`src/hw/rtl/arfc_pkg.sv`:
```
package arfc_pkg;

   // widths of the result fields
   localparam int OFFSET_BITS    = 17;
   localparam int CODE_BITS      = 4;
   localparam int CSR_INDEX_BITS = 2;
   localparam int CSR_DATA_BITS  = 8;

   // verdict error codes
   localparam logic [CODE_BITS-1:0] ERR_NONE              = 4'd0;
   localparam logic [CODE_BITS-1:0] ERR_SHORT_HEADER      = 4'd1;
   localparam logic [CODE_BITS-1:0] ERR_NO_RESULT         = 4'd2;
   localparam logic [CODE_BITS-1:0] ERR_EXTRA_AFTER_FAIL  = 4'd3;
   localparam logic [CODE_BITS-1:0] ERR_BLOCK_HEADER      = 4'd4;
   localparam logic [CODE_BITS-1:0] ERR_LENGTH_MISMATCH   = 4'd5;
   localparam logic [CODE_BITS-1:0] ERR_NO_COUNT          = 4'd6;
   localparam logic [CODE_BITS-1:0] ERR_LIST_TRUNCATED    = 4'd7;
   localparam logic [CODE_BITS-1:0] ERR_CAUSE_MISSING     = 4'd8;
   localparam logic [CODE_BITS-1:0] ERR_EXTRA_AFTER_LIST  = 4'd9;
   localparam logic [CODE_BITS-1:0] ERR_UNKNOWN_SUBTYPE   = 4'd10;

   // list walker phases
   localparam logic [1:0] PHASE_CHOICE   = 2'd0;
   localparam logic [1:0] PHASE_OPTIONAL = 2'd1;
   localparam logic [1:0] PHASE_CAUSE    = 2'd2;

   // register indexes
   localparam logic [CSR_INDEX_BITS-1:0] CSR_NORMAL_CODE    = 2'd0;
   localparam logic [CSR_INDEX_BITS-1:0] CSR_DATABLOCK_CODE = 2'd1;
   localparam logic [CSR_INDEX_BITS-1:0] CSR_LIST_CODE      = 2'd2;

   // register reset values
   localparam logic [7:0] NORMAL_CODE_RESET    = 8'd1;
   localparam logic [7:0] DATABLOCK_CODE_RESET = 8'd2;
   localparam logic [7:0] LIST_CODE_RESET      = 8'd3;

   // frame layout and byte values
   localparam int         HIGH_PRIORITY_BIT    = 7;
   localparam int         DATABLOCK_HEADER_LEN = 10;
   localparam logic [7:0] FINAL_BLOCK_MARK     = 8'h01;
   localparam logic [7:0] RESULT_SUCCESS       = 8'h00;
   localparam logic [7:0] CHOICE_OPTIONAL      = 8'h00;
   localparam logic [7:0] CHOICE_CAUSE         = 8'h01;

   // per-frame parse state
   typedef struct packed {
      logic [7:0]             subtype;
      logic [7:0]             invoke;
      logic [7:0]             third_field;
      logic [31:0]            block_number;
      logic [15:0]            length;
      logic [7:0]             items_left;
      logic [1:0]             list_phase;
      logic [OFFSET_BITS-1:0] done_offset;
      logic [CODE_BITS-1:0]   list_error;
   } frame_state_type;

   // subtype codes as programmed
   typedef struct packed {
      logic [7:0] normal_code;
      logic [7:0] datablock_code;
      logic [7:0] list_code;
   } subtype_codes_type;

   // one verdict
   typedef struct packed {
      logic                   frame_ok;
      logic [CODE_BITS-1:0]   error_code;
      logic [OFFSET_BITS-1:0] error_offset;
      logic [7:0]             response_subtype;
      logic [7:0]             invoke_id;
      logic                   high_priority;
      logic [7:0]             result_byte;
      logic                   final_block;
      logic [31:0]            block_number;
      logic [15:0]            declared_length;
      logic [7:0]             list_count;
      logic [OFFSET_BITS-1:0] frame_length;
   } verdict_type;

endpackage

```
`src/hw/rtl/arfc_verdict.sv`:
```
module arfc_verdict
   import arfc_pkg::*;
#(
   parameter int POSITION_BITS = 17
) (
   input  logic                     clock,
   input  logic                     reset,
   input  logic                     load,
   input  frame_state_type          state_next,
   input  logic [POSITION_BITS-1:0] frame_len,
   input  subtype_codes_type        codes,
   input  logic                     rsp_ready,
   output logic                     rsp_valid,
   output verdict_type              rsp_data
);

   localparam int CMP_BITS = (POSITION_BITS > OFFSET_BITS) ? POSITION_BITS : OFFSET_BITS;

   localparam logic [CMP_BITS-1:0] LEN_HEADER = CMP_BITS'(3);
   localparam logic [CMP_BITS-1:0] LEN_THIRD  = CMP_BITS'(4);
   localparam logic [CMP_BITS-1:0] LEN_BLOCK  = CMP_BITS'(DATABLOCK_HEADER_LEN);
   localparam logic [OFFSET_BITS-1:0] OFF_SUBTYPE = OFFSET_BITS'(1);
   localparam logic [OFFSET_BITS-1:0] OFF_THIRD   = OFFSET_BITS'(3);
   localparam logic [OFFSET_BITS-1:0] OFF_BODY    = OFFSET_BITS'(4);
   localparam logic [OFFSET_BITS-1:0] OFF_LENGTH  = OFFSET_BITS'(8);

   logic [CMP_BITS-1:0]    len_wide;
   logic [CMP_BITS-1:0]    expected_len;
   logic [OFFSET_BITS-1:0] len_out;
   verdict_type            v;
   logic                   valid_ff, valid_in;
   verdict_type            data_ff;

   assign len_wide     = CMP_BITS'(frame_len);
   assign expected_len = LEN_BLOCK + CMP_BITS'(state_next.length);
   assign len_out      = OFFSET_BITS'(frame_len);

   // verdict from the state after the final byte
   always_comb begin
      v = '0;
      v.error_code   = ERR_NONE;
      v.frame_length = len_out;
      if (len_wide < LEN_HEADER) begin
         v.error_code = ERR_SHORT_HEADER;
      end else begin
         v.response_subtype = state_next.subtype;
         v.invoke_id        = state_next.invoke;
         v.high_priority    = state_next.invoke[HIGH_PRIORITY_BIT];
         if (state_next.subtype == codes.normal_code) begin
            if (len_wide < LEN_THIRD) begin
               v.error_code   = ERR_NO_RESULT;
               v.error_offset = OFF_THIRD;
            end else begin
               v.result_byte = state_next.third_field;
               if (state_next.third_field != RESULT_SUCCESS && len_wide > LEN_THIRD) begin
                  v.error_code   = ERR_EXTRA_AFTER_FAIL;
                  v.error_offset = OFF_BODY;
               end
            end
         end else if (state_next.subtype == codes.datablock_code) begin
            if (len_wide < LEN_BLOCK) begin
               v.error_code   = ERR_BLOCK_HEADER;
               v.error_offset = OFF_THIRD;
            end else begin
               v.final_block     = (state_next.third_field == FINAL_BLOCK_MARK);
               v.block_number    = state_next.block_number;
               v.declared_length = state_next.length;
               if (len_wide != expected_len) begin
                  v.error_code   = ERR_LENGTH_MISMATCH;
                  v.error_offset = OFF_LENGTH;
               end
            end
         end else if (state_next.subtype == codes.list_code) begin
            if (len_wide < LEN_THIRD) begin
               v.error_code   = ERR_NO_COUNT;
               v.error_offset = OFF_THIRD;
            end else begin
               v.list_count = state_next.third_field;
               if (state_next.list_error != ERR_NONE) begin
                  v.error_code   = state_next.list_error;
                  v.error_offset = state_next.done_offset;
               end else if (state_next.list_phase == PHASE_CAUSE) begin
                  v.error_code   = ERR_CAUSE_MISSING;
                  v.error_offset = len_out;
               end else if (state_next.items_left != 8'd0) begin
                  v.error_code   = ERR_LIST_TRUNCATED;
                  v.error_offset = len_out;
               end
            end
         end else begin
            v.error_code   = ERR_UNKNOWN_SUBTYPE;
            v.error_offset = OFF_SUBTYPE;
         end
      end
      v.frame_ok = (v.error_code == ERR_NONE);
   end

   // result register
   always_comb begin
      valid_in = valid_ff;
      if (load) begin
         valid_in = 1'b1;
      end else if (rsp_ready) begin
         valid_in = 1'b0;
      end
   end

   always_ff @(posedge clock) begin
      if (reset) begin
         valid_ff <= 1'b0;
      end else begin
         valid_ff <= valid_in;
      end
   end

   always_ff @(posedge clock) begin
      if (load) begin
         data_ff <= v;
      end
   end

   assign rsp_valid = valid_ff;
   assign rsp_data  = data_ff;

endmodule

```
`config.mk`:
```
export PLATFORM = sky130hd
export DESIGN_NAME = arfc_verdict
export DESIGN_NICKNAME = d
export VERILOG_FILES = /design/src/hw/rtl/arfc_pkg.sv /design/src/hw/rtl/arfc_verdict.sv
export SDC_FILE = /design/constraint.sdc
export NUM_CORES = 1
export LEC_CHECK = 0
export BUFFER_PORTS_ARGS = -buffer_cell sky130_fd_sc_hd__buf_4
export CORE_MARGIN = 3
export CORE_UTILIZATION = 35
export CTS_CLUSTER_SIZE = 8
export DETAILED_ROUTE_END_ITERATION = 10
export GPL_TIMING_DRIVEN = 0
export SLEW_MARGIN = 20
export SYNTH_ARGS = -nofsm -noshare
export SYNTH_HDL_FRONTEND = slang
export SYNTH_SLANG_ARGS = --single-unit
```
`constraint.sdc`:
```
create_clock -name clock -period 2.7 [get_ports clock]
set_input_delay 0.405 -clock clock [delete_from_list [all_inputs] [get_ports clock]]
set_output_delay 0.405 -clock clock [all_outputs]
set_load 0.02 [all_outputs]
```
* Word level (Yosys, flattened, before mapping)
Index checks and enable logic that the tools add are counted.
** Cells by class
- Add/sub/neg operators :: 1
- $lt $le $gt $ge :: 4
- Equality and inequality tests :: 6
- Muxes and demuxes :: 15
- Bitwise operators :: 3
- Reduce and logical (&&, ||, !) cells :: 9
** Operators by type and width (number)
- $mux W21 :: 8
- $mux W20 :: 2
- $eq A8 B8 Y1 :: 3
- $mux W19 :: 1
- $add A4 B16 Y17 const A :: 1
- $gt A17 B3 Y1 const B :: 1
- $lt A17 B2 Y1 const B :: 1
- $lt A17 B3 Y1 const B :: 1
- $lt A17 B4 Y1 const B :: 1
- $ne A17 B17 Y1 :: 1
- $reduce_bool A8 Y1 :: 2
- $eq A8 B1 Y1 const B :: 1
- $mux W8 :: 1
- $reduce_or A4 Y1 :: 2
- $logic_not A4 Y1 :: 1
- $mux W4 :: 1
- $reduce_bool A4 Y1 :: 1
- $not A1 Y1 :: 3
- $eq A2 B2 Y1 const B :: 1
- $mux W1 :: 2
- $reduce_bool A2 Y1 :: 1
- $reduce_or A2 Y1 :: 1
- $logic_and A1 B1 Y1 :: 1
** Storage, ports and cells
- Register bits after elaboration :: 122
- Input bits :: 148
- Output and inout port bits :: 122
- Logic and storage cells :: 51

* Logic depth before layout (Yosys ltp)
- Depth after elaboration :: 10
- Depth in mapped cells :: 8
- Mapped depth without buffers :: 8

* Worst setup path after synthesis
No wires, ideal clock.
- Kind :: input -> register
- Start :: input port frame_len[15]
- End :: register data_ff (netlist bit rsp_data[120]) (data pin)
- Library setup time :: 0.190 ns
- Arrival time :: 2.277 ns
- Data required time :: 2.510 ns
- Slack :: 0.233 ns
- Cell stages on the path :: 7
- Path buffers :: 0
- Cells stage by stage :: nor4_2 -> nand4_2 -> a2111oi_4 -> nor3_2 -> a211o_1 -> or2_0 -> a2111oi_2
** RTL lines
- start, declared :: line arfc_verdict.sv:10 : input logic [POSITION_BITS-1:0] frame_len,
- end signal, assigned :: line arfc_verdict.sv:118 : data_ff <= v;
- end, declared :: line arfc_verdict.sv:32 : verdict_type data_ff;

==> run_results.csv <==
group,metric,value,unit
run_status,status,"completed",
clocking,insertion_delay,0.41,ns
pwr,ir_drop,386,uV
global_route,grt_pass1_wl,25000,um
place,dp_cells,908,
worst_setup_path,crit_chain,"buf_4 -> nor4_2 -> nand4_2 -> a2111oi_4 -> nor3_2 -> a211o_1 -> or2_0 -> a2111oi_2",
clocking,cts.clk_slew.worst_paths,0.05,ns
sta,fin_ws,0.116,ns
worst_setup_path,crit_fanout,10,
final_layout,fillCellCount,1372,
sta,max_slew_margin,0.268,
synth,synth_area,5610,um^2
die,initial_core_util,0.364,
sta,slew_violations,0,
synth,yosysWarnings,0,
synth,synth_ff_type,"edfxtp_1",
sta,worstMarginPinSlew,1.09,ns
worst_hold_path,worstHoldPathCells,2,
worst_hold_path,whs_endpoint,"rsp_valid",
synth,postSynthAreaPerCell,13.1,um^2
clocking,cts_sinks,121,
die,ios,270,
synth,yosysSeqAreaShare,0.645,
route,wl,16700,um
worst_setup_path,setup.worst_path.start_class,"input pin",
die,die_w,133,um
clocking,cts_tree,"yes",
die,dieArea,17600,um^2
synth,synth_edf_count,120,
worst_setup_path,reg2reg_depth,2,
worst_setup_path,crit_required,2.90,ns
pwr,p_leak,3.53,nW
clocking,post_cts_buffers,0,
route,post-route-drc-count,0,
route,dr_wl_met2,8530,um
worst_setup_path,crit_start,"frame_len[15]",
worst_setup_path,arrival,2.78,ns
final_layout,fin_nets,865,
final_layout,stdcell_count,940,
synth,synth_nets,577,
pwr,finalPower,5.55,mW
global_route,antenna_found_initial,0,
global_route,first_global_vias,4455,
worst_setup_path,worstSetupEndpointType,"flop",
worst_hold_path,hp-class,"in2reg",
die,core_area,15400,um^2
place,portBuffers,268,
route,dr_wl_met3,1060,um
worst_setup_path,rr_endpoint,"rsp_valid",
synth,ys_ff_latch,121,
sta,hold_violations,0,
job,cap_violations,0,
final_layout,utilization,0.558,
route,ant_nets,0,
place,detailedPlace.worstSlack,-0.386,ns
worst_setup_path,max_stage_delay,0.66,ns
worst_setup_path,cpMaxStageDelayCell,"a2111oi_4",
route,highest_layer,"met4",
sta,setup_violations,0,
clocking,cts_inserted_buffers,17,
final_layout,syn_to_final_growth,53.3,%
worst_hold_path,min_from,"reset",
sta,whs,0.147,ns
route,wl_per_cell,17.8,um
place,place_congestion,0.831,
worst_setup_path,crit_type,"in2reg",
route,vias,4519,
clocking,clk_path_buf_depth,2,
global_route,grt_start_max_net_pins,77,
route,drt_first_pass_iters,5,
clocking,h-tree-depth,4,
die,num_rows,45,
final_layout,antenna_cells,0,
sta,rsz0062_at_grt,"true",
global_route,track_usage,0.184,
final_layout,drive_above_1_share,0.440,
sta,period_share,0.957,
pwr,p_per_area,645,nW/um^2
place,dp_hpwl,12800,um
route,drt-initial-drc-count,187,
sta,skew,0,ns
global_route,overflow,0,
worst_setup_path,rr_startpoint,"rsp_valid",
sta,fmax,0.387,GHz
route,viasPerCell,4.81,
clocking,cts_root_buf,"clkbuf_16",
route,met1Wirelength,6780,um
die,die_h,133,um
sta,layout_min_cycle_time,2.58,ns
worst_setup_path,reg2reg_slack,2.12,ns
synth,syn_inst,428,
synth,synthDistinctLibCells,59,
synth,ys_async_sr_fraction,0,
-- kinds of logic (layout without fill, tap and decap cells) --
logic type / count (synthesis) / count (layout) / synth area share
and+or+nand+nor: 175 / 175 / 0.181
DFF: 121 / 121 / 0.645
AOI/OAI and AO/OA: 58 / 58 / 0.0813
xor gates and xnor gates: 43 / 43 / 0.0671
buffers and inverters: 28 / 329 / 0.0196
muxes: 2 / 2 / 0.00379
adders and majority gates: 1 / 1 / 0.00223
-- layout make-up --
cell class	instances	area [um^2]	share of cell area
inverters	13	48.8	0.00567
plain buffers	15	62.6	0.00727
flip-flops and latches	121	3620	0.421
multi-input cells	279	1890	0.220
well taps	211	264	0.0307
repair buffers	269	2040	0.237
clock inverters	14	244	0.0284
clock buffers	18	429	0.0499
-- synth_stat cells (5+ instances only) --
cell,number,share of area
a21oi_1,8,0.0071
a22oi_1,15,0.020
and2_1,55,0.061
and2b_2,6,0.0094
clkbuf_1,13,0.0087
edfxtp_1,120,0.64
inv_1,13,0.0087
nand2_1,12,0.0080
nand3_1,5,0.0045
nand4_1,8,0.0089
nor2_1,40,0.027
nor2b_1,10,0.011
nor3_1,7,0.0062
nor4_1,9,0.010
xnor2_1,29,0.045
xor2_1,14,0.022
-- worst max-delay path: cells and delay by family --
family | cells | cell delay, ns
and+or+nand+nor | 4 | 0.90
buffers and inverters | 1 | 0.15
AOI/OAI and AO/OA | 3 | 1.32
-- worst max-delay path by stage --
stage / depth (start not counted) / slack, ns / to
final: 8 / 0.12 / rsp_data[120]
after global routing: 9 / -0.07 / rsp_data[120]
after CTS: 9 / 0.04 / rsp_data[70]
after detailed placement: 9 / -0.39 / rsp_data[70]
after global placement: 9 / -0.33 / rsp_data[66]
after floorplan: 7 / 0.23 / rsp_data[120]
-- state kept, by name, summed over array words and instances (netlist names) --
name / count
rsp_data: 120
rsp_valid: 1
-- per-layer routing --
metal,vias up,track usage
met5,-,0
met4,0,0.0791
met2,177,0.307
met1,2150,0.225
met3,18,0.0494
li1,2174,-
-- where the power goes --
group          switching, mW  internal, mW  leakage (nW)  total, mW
Combinational          0.397         0.359          2.05      0.756
Clock                  0.845          1.74         0.323       2.58
Sequential            0.0316          2.18          1.16       2.21
Total                   1.27          4.28          3.53       5.55
-- layout by cell type (no fill, tap or decap), drive strengths merged, types with 4 or more instances in the layout --
cell    synthesis  routed
nor4           11      11
buf             2     271
a22oi          15      15
and2b           6       6
nor2b          11      11
nor2           40      40
xnor2          29      29
clkinv          0       5
inv            13      15
nor3            8       8
o21ai           4       4
a21oi           9       9
nand4           9       9
nand3           5       5
o21bai          4       4
and2           55      55
clkbuf         13      31
nand2          12      12
xor2           14      14
a221oi          4       4
bufinv          0       6
or4             4       4
edfxtp        120     120
-- timing repair --
action	4_1_cts	5_1_grt
endpoints found under the hold margin	0	0
resized for setup	0	3
hold buffers	0	0
endpoints found under the setup margin	0	11
-- per-stage QoR --
step                      setup TNS (ns)  instance area, um^2
final                                  0                 8600
after global routing             -0.0742                 8600
after CTS                              0                 8590
after detailed placement           -5.38                 7920
after global placement             -4.22                 7890
after floorplan                        0                 5610
Power figures use the tool's default switching activity.
